`config.mk`:
```
export PLATFORM = sky130hd
export DESIGN_NAME = led_color_gradient_interp
export DESIGN_NICKNAME = d
export VERILOG_FILES = /design/src/sv/lcgi_pkg.sv /design/src/sv/led_color_gradient_interp.sv /design/src/sv/lcgi_div.sv
export SDC_FILE = /design/constraint.sdc
export NUM_CORES = 1
export LEC_CHECK = 0
export BUFFER_PORTS_ARGS = -buffer_cell sky130_fd_sc_hd__buf_2
export CAP_MARGIN = 25
export CORE_AREA = 4 4 167 169
export CTS_CLUSTER_SIZE = 40
export DETAILED_ROUTE_END_ITERATION = 8
export DIE_AREA = 0 0 171 173
export PLACE_DENSITY_LB_ADDON = 0.15
export SETUP_SLACK_MARGIN = 0.15
export SYNTH_ARGS = -nofsm -noshare
export SYNTH_HDL_FRONTEND = slang
export SYNTH_SLANG_ARGS = --single-unit
```
`constraint.sdc`:
```
create_clock -name clk -period 10.26 [get_ports clk]
set_input_delay 0.513 -clock clk [delete_from_list [all_inputs] [get_ports clk]]
set_output_delay 0.513 -clock clk [all_outputs]
set_load 0.05 [all_outputs]
```
`src/sv/lcgi_pkg.sv`:
```
// Shared types and constants for the LED colour gradient interpolator.
package lcgi_pkg;

  localparam int POS_W  = 6;
  localparam int CHAN_W = 8;
  localparam int IDX_W  = 5;
  localparam int NUM_CH = 3;

  typedef logic [POS_W-1:0]  pos_t;
  typedef logic [CHAN_W-1:0] chan_t;
  typedef logic [IDX_W-1:0]  idx_t;
  typedef chan_t [NUM_CH-1:0] rgb_t;

  // Request to the shared divider: one channel difference over the span.
  typedef struct packed {
    logic  start;
    chan_t dividend;
    pos_t  divisor;
  } div_req_t;

  // Divider answer, valid for the single cycle in which done is high.
  typedef struct packed {
    logic  done;
    chan_t quot;
    pos_t  rem;
  } div_rsp_t;

endpackage

```
`src/sv/led_color_gradient_interp.sv`:
```
// Top level of the LED colour gradient interpolator: sequencer, lanes and output word register.
// A first point goes straight to emitting words once it is accepted; a later point
// first spends three divisions, one per channel, on the shared divider.
// Words leave at one per cycle while the output is taken, so a point gives up to 64 words
// after the division phase; the block takes one point at a time.
// Reset (synchronous, rst_n low) forgets the previous point and empties the output register.
module led_color_gradient_interp #(
  parameter int LEDS_PER_STRIP = 32
) (
  input  logic       clk,
  input  logic       rst_n,
  input  logic       in_valid,
  output logic       in_ready,
  input  logic [5:0] in_position,
  input  logic [7:0] in_red,
  input  logic [7:0] in_green,
  input  logic [7:0] in_blue,
  input  logic       in_last_point,
  output logic       out_valid,
  input  logic       out_ready,
  output logic       out_strip,
  output logic [4:0] out_led_index,
  output logic [7:0] out_red,
  output logic [7:0] out_green,
  output logic [7:0] out_blue,
  output logic       out_run_end
);
  import lcgi_pkg::*;

  // Highest position on the two strips together.
  localparam pos_t LAST_POS = POS_W'(2 * LEDS_PER_STRIP - 1);
  localparam pos_t STRIP_LEN = POS_W'(LEDS_PER_STRIP);

  localparam logic [1:0] ST_IDLE = 2'd0;
  localparam logic [1:0] ST_DIV  = 2'd1;
  localparam logic [1:0] ST_EMIT = 2'd2;

  logic [1:0] state_r, state_nxt;
  logic       have_r, have_nxt;
  pos_t       prev_pos_r, prev_pos_nxt;
  rgb_t       to_r, to_nxt;
  rgb_t       from_r, from_nxt;
  pos_t       pos_r, pos_nxt;
  pos_t       end_r, end_nxt;
  pos_t       cur_r, cur_nxt;
  pos_t       den_r, den_nxt;
  logic       interp_r, interp_nxt;
  logic [1:0] ch_r, ch_nxt;
  logic       sent_r, sent_nxt;
  rgb_t       qd_r, qd_nxt;
  pos_t       rd_r [NUM_CH];
  pos_t       rd_nxt [NUM_CH];
  rgb_t       mag_r, mag_nxt;
  pos_t       acc_r [NUM_CH];
  pos_t       acc_nxt [NUM_CH];

  logic       out_valid_r, out_valid_nxt;
  logic       strip_r;
  idx_t       idx_r;
  rgb_t       col_r;
  logic       run_end_r;

  pos_t       clamp_pos;
  logic       accept;
  logic       ignore_pt;
  logic       load;
  logic       cur_strip;
  idx_t       cur_idx;
  rgb_t       col_w;
  logic [NUM_CH-1:0] up;
  rgb_t       absdiff;
  rgb_t       step_mag;
  pos_t       step_acc [NUM_CH];
  div_req_t   div_req;
  div_rsp_t   div_rsp;

  // Positions beyond the strips are pulled back to the last LED.
  assign clamp_pos = (in_position > LAST_POS) ? LAST_POS : in_position;
  assign in_ready  = (state_r == ST_IDLE);
  assign accept    = in_valid && in_ready;
  // A later point that does not move forward is dropped without any effect.
  assign ignore_pt = have_r && (clamp_pos <= prev_pos_r);
  assign load      = (state_r == ST_EMIT) && (!out_valid_r || out_ready);

  assign cur_strip = (cur_r >= STRIP_LEN);
  assign cur_idx   = cur_strip ? IDX_W'(cur_r - STRIP_LEN) : IDX_W'(cur_r);

  // Each channel's interpolation is kept as a magnitude that grows by
  // |diff| / den per LED, with the remainder accumulated so that the
  // magnitude is always floor(|diff| * num / den). Adding or subtracting it
  // from the start colour then truncates toward zero, as required.
  always_comb begin
    for (int k = 0; k < NUM_CH; k++) begin
      logic [CHAN_W:0]  msum;
      logic [POS_W:0]   rsum;
      logic             wrap;
      up[k]      = (to_r[k] >= from_r[k]);
      absdiff[k] = up[k] ? chan_t'(to_r[k] - from_r[k]) : chan_t'(from_r[k] - to_r[k]);
      msum       = {1'b0, mag_r[k]} + {1'b0, qd_r[k]};
      rsum       = {1'b0, acc_r[k]} + {1'b0, rd_r[k]};
      wrap       = rsum >= {1'b0, den_r};
      step_acc[k] = wrap ? POS_W'(rsum - {1'b0, den_r}) : rsum[POS_W-1:0];
      step_mag[k] = CHAN_W'(msum + {{CHAN_W{1'b0}}, wrap});
      if (interp_r && (cur_r <= pos_r)) begin
        col_w[k] = up[k] ? chan_t'(from_r[k] + step_mag[k])
                         : chan_t'(from_r[k] - step_mag[k]);
      end else begin
        col_w[k] = to_r[k];
      end
    end
  end

  assign div_req.start    = (state_r == ST_DIV) && !sent_r;
  assign div_req.dividend = absdiff[ch_r];
  assign div_req.divisor  = den_r;

  lcgi_div u_div (
    .clk  (clk),
    .rst_n(rst_n),
    .req  (div_req),
    .rsp  (div_rsp)
  );

  always_comb begin
    state_nxt     = state_r;
    have_nxt      = have_r;
    prev_pos_nxt  = prev_pos_r;
    to_nxt        = to_r;
    from_nxt      = from_r;
    pos_nxt       = pos_r;
    end_nxt       = end_r;
    cur_nxt       = cur_r;
    den_nxt       = den_r;
    interp_nxt    = interp_r;
    ch_nxt        = ch_r;
    sent_nxt      = sent_r;
    qd_nxt        = qd_r;
    rd_nxt        = rd_r;
    mag_nxt       = mag_r;
    acc_nxt       = acc_r;
    out_valid_nxt = out_valid_r && !out_ready;

    case (state_r)
      ST_IDLE: begin
        if (accept && !ignore_pt) begin
          from_nxt     = to_r;
          to_nxt       = {in_blue, in_green, in_red};
          pos_nxt      = clamp_pos;
          end_nxt      = in_last_point ? LAST_POS : clamp_pos;
          interp_nxt   = have_r;
          cur_nxt      = have_r ? POS_W'(prev_pos_r + 1'b1) : '0;
          den_nxt      = POS_W'(clamp_pos - prev_pos_r);
          prev_pos_nxt = clamp_pos;
          have_nxt     = !in_last_point;
          ch_nxt       = '0;
          sent_nxt     = 1'b0;
          mag_nxt      = '0;
          for (int k = 0; k < NUM_CH; k++) begin
            acc_nxt[k] = '0;
          end
          state_nxt    = have_r ? ST_DIV : ST_EMIT;
        end
      end
      ST_DIV: begin
        if (!sent_r) begin
          sent_nxt = 1'b1;
        end
        if (div_rsp.done) begin
          qd_nxt[ch_r] = div_rsp.quot;
          rd_nxt[ch_r] = div_rsp.rem;
          sent_nxt     = 1'b0;
          if (ch_r == 2'(NUM_CH - 1)) begin
            state_nxt = ST_EMIT;
          end else begin
            ch_nxt = ch_r + 1'b1;
          end
        end
      end
      ST_EMIT: begin
        if (load) begin
          out_valid_nxt = 1'b1;
          mag_nxt       = step_mag;
          acc_nxt       = step_acc;
          if (cur_r == end_r) begin
            state_nxt = ST_IDLE;
          end else begin
            cur_nxt = cur_r + 1'b1;
          end
        end
      end
      default: begin
        state_nxt = ST_IDLE;
      end
    endcase
  end

  always_ff @(posedge clk) begin
    if (!rst_n) begin
      state_r     <= ST_IDLE;
      have_r      <= 1'b0;
      prev_pos_r  <= '0;
      to_r        <= '0;
      out_valid_r <= 1'b0;
      sent_r      <= 1'b0;
    end else begin
      state_r     <= state_nxt;
      have_r      <= have_nxt;
      prev_pos_r  <= prev_pos_nxt;
      to_r        <= to_nxt;
      out_valid_r <= out_valid_nxt;
      sent_r      <= sent_nxt;
    end
    from_r   <= from_nxt;
    pos_r    <= pos_nxt;
    end_r    <= end_nxt;
    cur_r    <= cur_nxt;
    den_r    <= den_nxt;
    interp_r <= interp_nxt;
    ch_r     <= ch_nxt;
    qd_r     <= qd_nxt;
    rd_r     <= rd_nxt;
    mag_r    <= mag_nxt;
    acc_r    <= acc_nxt;
    if (load) begin
      strip_r   <= cur_strip;
      idx_r     <= cur_idx;
      col_r     <= col_w;
      run_end_r <= (cur_r == end_r);
    end
  end

  assign out_valid     = out_valid_r;
  assign out_strip     = strip_r;
  assign out_led_index = idx_r;
  assign out_red       = col_r[0];
  assign out_green     = col_r[1];
  assign out_blue      = col_r[2];
  assign out_run_end   = run_end_r;

endmodule

```
`src/sv/lcgi_div.sv`:
```
// Restoring divider, one quotient bit per cycle, shared by the three channels.
module lcgi_div (
  input  logic              clk,
  input  logic              rst_n,
  input  lcgi_pkg::div_req_t req,
  output lcgi_pkg::div_rsp_t rsp
);
  import lcgi_pkg::*;

  localparam int CNT_W = $clog2(CHAN_W);

  logic             busy_r, busy_nxt;
  logic             done_r, done_nxt;
  logic [CNT_W-1:0] cnt_r, cnt_nxt;
  chan_t            dvd_r, dvd_nxt;
  pos_t             dsr_r, dsr_nxt;
  pos_t             rem_r, rem_nxt;
  logic [POS_W:0]   trial;
  logic             fits;

  // The partial remainder stays below the divisor, so the shifted trial
  // value needs only one more bit.
  assign trial = {rem_r, dvd_r[CHAN_W-1]};
  assign fits  = trial >= {1'b0, dsr_r};

  always_comb begin
    busy_nxt = busy_r;
    done_nxt = 1'b0;
    cnt_nxt  = cnt_r;
    dvd_nxt  = dvd_r;
    dsr_nxt  = dsr_r;
    rem_nxt  = rem_r;
    if (req.start && !busy_r) begin
      busy_nxt = 1'b1;
      cnt_nxt  = '0;
      dvd_nxt  = req.dividend;
      dsr_nxt  = req.divisor;
      rem_nxt  = '0;
    end else if (busy_r) begin
      rem_nxt = fits ? POS_W'(trial - {1'b0, dsr_r}) : trial[POS_W-1:0];
      dvd_nxt = {dvd_r[CHAN_W-2:0], fits};
      cnt_nxt = cnt_r + 1'b1;
      if (cnt_r == CNT_W'(CHAN_W - 1)) begin
        busy_nxt = 1'b0;
        done_nxt = 1'b1;
      end
    end
  end

  always_ff @(posedge clk) begin
    if (!rst_n) begin
      busy_r <= 1'b0;
      done_r <= 1'b0;
    end else begin
      busy_r <= busy_nxt;
      done_r <= done_nxt;
    end
    cnt_r <= cnt_nxt;
    dvd_r <= dvd_nxt;
    dsr_r <= dsr_nxt;
    rem_r <= rem_nxt;
  end

  assign rsp.done = done_r;
  assign rsp.quot = dvd_r;
  assign rsp.rem  = rem_r;

endmodule

```
== After elaboration in Yosys (flattened, before gate mapping) ==
Index checks and enable logic that the tools add are counted.

* Add/subtract/negate cells: 31
* Magnitude comparators: 15
* Equality and inequality tests: 12
* Multiplexer cells: 56
* Bitwise gates (word level): 3
* Reduce and logical (&&, ||, !) cells: 29

{| class="wikitable"
|+ Operators with widths
! cell !! number
|-
| $mux W8 || 13
|-
| $sub A8 B8 Y8 || 9
|-
| $mux W6 || 10
|-
| $add A8 B8 Y8 || 6
|-
| $mux W24 || 2
|-
| $pmux W24 S2 || 1
|-
| $mux W18 || 2
|-
| $pmux W18 S2 || 1
|-
| $sub A6 B6 Y6 || 5
|-
| $ge A7 B6 Y1 || 4
|-
| $add A8 B1 Y8 || 3
|-
| $bwmux W24 || 1
|-
| $ge A8 B8 Y1 || 3
|-
| $add A6 B6 Y7 || 3
|-
| $bwmux W18 || 1
|-
| $mux W2 || 9
|-
| $bmux W8 S2 || 1
|-
| $demux W8 S2 || 1
|-
| $add A6 B1 Y6 const B || 2
|-
| $demux W6 S2 || 1
|-
| $le A6 B6 Y1 || 2
|-
| $pmux W6 S2 || 1
|-
| $logic_and A1 B1 Y1 || 10
|-
| $mux W1 || 8
|-
| 30 further kinds || 47
|}

* Register bits after elaboration: 226
* Input bits: 35
* Output and inout bits: 33
* Word-level logic and storage cells: 187

== Longest topological paths before layout ==
* Depth in word-level cells: 8
* Gate-level depth with buffers: 29
* Gate-level depth less buffers: 29

== Cells and area by module ==
From an unflattened synthesis, not the netlist that was laid out.

* Cell total of the unflattened synthesis: 1397
* Area total of the unflattened synthesis: 14537.7 um^2

{| class="wikitable"
|+ By module, submodules not included
! module !! times used !! cells an instance !! area an instance (um^2) !! seq. area each (um^2)
|-
| led_color_gradient_interp || 1 || 1284 || 13237.7 || 5685.5
|-
| lcgi_div || 1 || 113 || 1300.0 || 640.6
|}

== Worst setup path after synthesis ==
OpenSTA, ideal clock, no wires.

* Path kind: register to register
* Start point: reg rd_r[12] in the netlist's numbering
* End point: reg col_r, in the netlist out_red[7], data pin
* Library setup time: 0.260 ns
* Data arrival time: 5.656 ns
* Data required time: 10.000 ns
* Setup slack: 4.344 ns
* Cell stages (with the launch flop): 30
* Buffers on the path: 0
* Period minus slack after synthesis: 5.916 ns
* Cell sequence: edfxtp_1 ha_1 inv_1 fa_1 inv_1 ha_1 nor2b_1 o21ai_1 a21boi_0 o21ai_0 nand2b_1 a31o_2 a21oi_2 fa_1 inv_1 fa_1 inv_1 ha_1 nand2_1 o21ai_0 ha_1 a21o_1 a21oi_1 o21bai_1 a2111oi_0 nor3_1 xnor2_1 xnor2_1 xnor2_1 mux2_2

{| class="wikitable"
|+ RTL lines
! item !! line !! text
|-
| start, declared || led_color_gradient_interp.sv:51 || <nowiki>pos_t rd_r [NUM_CH];</nowiki>
|-
| start signal, assigned || led_color_gradient_interp.sv:221 || <nowiki>rd_r <= rd_nxt;</nowiki>
|-
| end signal, assigned || led_color_gradient_interp.sv:227 || <nowiki>col_r <= col_w;</nowiki>
|-
| end, declared || led_color_gradient_interp.sv:60 || <nowiki>rgb_t col_r;</nowiki>
|}

==> results.cfg <==
[yosys]
yosysUniqueCellTypes = 71
async_flop_share_pct = 0
synthFlopType = edfxtp_1
synth-edff-count = 180
synth-seq-cells = 226
yosysWarnings = 0
syn_area_um2 = 14300
yosysTopAreaCellShare_pct = 37.7
synth_commonest_cells = 180 x edfxtp_1, 152 x ha_1, 142 x inv_1
synth-seq-area-share_pct = 44.1
yosysMostFrequentCell = edfxtp_1
syn_nets = 1574
synth.area.top_cells = edfxtp_1 38%, ha_1 13%, dfxtp_1 6.4%, xnor2_1 4.8%, inv_1 3.7%
synth_area_leader_cell = edfxtp_1
syn_area_per_cell_um2 = 10.5
netlist_instances = 1364

[sta]
max-slew-margin-rel_pct = 37.5
hold_viol = 0
setup_viol = 0
tightest_slew_ns = 0.926
fin_crit_sh_pct = 64.1
setup_tns_ns = 0
rsz0062_at_grt = false
max_freq_ghz = 0.152
slew_violations = 0
finalCriticalPeriod_ns = 6.57
whs_ns = 0.178
fin_worst_skew_ns = 0.0147

[floorplan]
fp.dieArea_um2 = 29600
core-area_um2 = 26600
start_util_pct = 54.0
die_y_um = 173
die_x_um = 171
num_io_pins = 68
num_rows = 60

[power]
p_leak_nw = 6.76
p_total_mw = 4.18
powerDensity_nw_per_um2 = 263
peakVddDrop_v = 0.000244

[drt]
drc = 0
drt_iter0_drc = 516
vias = 9813
drt-vias-per-instance = 5.48
first_pass_iters = 4
routedWlPerCell_um = 17.0
ant_nets = 0
wirelength_um = 30500

[placement]
dp_hpwl_um = 22200
gp_routability_congestion = 0.858
io_buffers = 67
dp_cells = 1742

[cts]
tritoncts = yes
clkLatencyLatePin_ns = 0.56
clkTransAtPathRegs_ns = 0.07
cts_hold_buf = 0
cts_buffer_depth = 3
htreeDepth = 1
post_cts_buffers = 0
numCtsBuffers = 27
cts-root-buf = clkbuf_16
cts_resized = 0
cts_num_sinks = 226

[critical_path]
critical_path_class = reg -> reg
critical_path.endpoint_type = register
worst_path_max_delay_cell = fa_1
start_kind = register
crit_fanout = 7
crit_path_max_incr_delay_ns = 0.48
required_ns = 10.56
arrival_ns = 6.87

[grt]
grt-ovfl-total = 0
first_global_vias = 9653
grt_use_total_pct = 20.6
grt_antenna_before_repair = 0
grt_max_degree = 43
grt_pass1_wl_um = 49700

[layout]
n_fill_cell = 2304
drive_gt1_share_pct = 11.0
n_antenna_cell = 0
area_growth_pct = 11.0
finish.utilization_pct = 59.9
fin_nets = 1640
instances_no_fill = 1792

[worst_hold_path]
hold_path.class = in -> reg

[run_status]
outcome = finished clean

[job]
cap_violations = 0
cells in the final DEF, fill, tap and decap left out, drive strengths merged, types with 4 or more instances in the layout:
cell	instances
o21ai	54
and2	7
o22ai	7
buf	75
xor2	36
ha	152
a2111oi	7
mux2	18
a21o	32
a22o	7
a21oi	68
nand4	7
nor2b	23
or2	9
nand2	129
xnor2	78
a211oi	4
or3	5
a21boi	35
fa	23
inv	149
nand3	19
nor2	84
o21bai	18
nor3	11
and3	10
a31oi	17
dfxtp	46
a311oi	5
clkbuf	37
mux2i	27
o211ai	6
nand2b	15
o21a	10
edfxtp	180
clkinv	4
report_power, final:
| part | internal [mW] | total (mW) | switching (mW) |
|---|---|---|---|
| logic | 0.816 | 1.95 | 1.13 |
| registers | 1.17 | 1.26 | 0.0892 |
| clock network | 0.570 | 0.973 | 0.403 |
| total | 2.56 | 4.18 | 1.62 |
area by class of cell:
cell class	instances	area [um^2]	area share, %
repair buffers	75	395	2.48
flip-flops and latches	226	6330	39.7
well taps	341	427	2.68
inverters	143	537	3.37
clock buffers	37	743	4.67
multi-input cells	957	7320	46.0
clock inverters	13	168	1.05
sequential cells by signal, summed over array words and instances (netlist names), 18 cells and up:
register	count
from_r	24
acc_r	18
qd_r	24
rd_r	18
to_r	24
mag_r	24
per-layer routing:
| metal | global-route usage, % | vias up | routed length (um) |
|---|---|---|---|
| met1 | 29.8 | 4701 | 14600 |
| met3 | 2.56 | 44 | 1120 |
| met2 | 33.6 | 140 | 14100 |
| li1 | - | 4928 | - |
| met4 | 4.42 | 0 | 615 |
| met5 | 0 | - | 0 |
final timing paths:
kind / endpoint / depth (start not counted) / slack [ns] / from
max reg2reg: out_blue[7] / 29 / 3.69 / acc_r[0]
max: out_blue[7] / 29 / 3.69 / acc_r[0]
min: pos_r[5] / 1 / 0.18 / in_position[5]
min reg2reg: u_div.dsr_r[2] / 0 / 0.45 / den_r[2]
critical path: cells and delay by family (launching register included):
family	cells	cell delay, ns
AND/OR/NAND/NOR	4	0.41
XOR/XNOR	3	0.54
buffers and inverters	4	0.34
adder cells (fa/ha/maj)	7	2.31
AO/OA/AOI/OAI	11	2.32
flip-flops	1	0.38
logic make-up (layout without fill, tap and decap cells):
family          count (synthesis)  count (layout)  share of synthesized area [%]
simple gates                  327             327                           10.4
compound gates                296             296                           13.8
flops                         226             226                           44.1
buf+inv                       181             268                           4.90
fa+ha+maj                     175             175                           16.5
xor+xnor                      114             114                           6.96
mux                            45              45                           3.32
per-stage QoR:
stage | cell area (um^2) | setup WS [ns]
after floorplan | 14300 | 4.34
after global placement | 15000 | 3.88
after detailed placement | 15000 | 3.68
after CTS | 15900 | 3.68
after global routing | 15900 | 3.11
final | 15900 | 3.69
No activity file was read; power rests on OpenSTA's default activity.
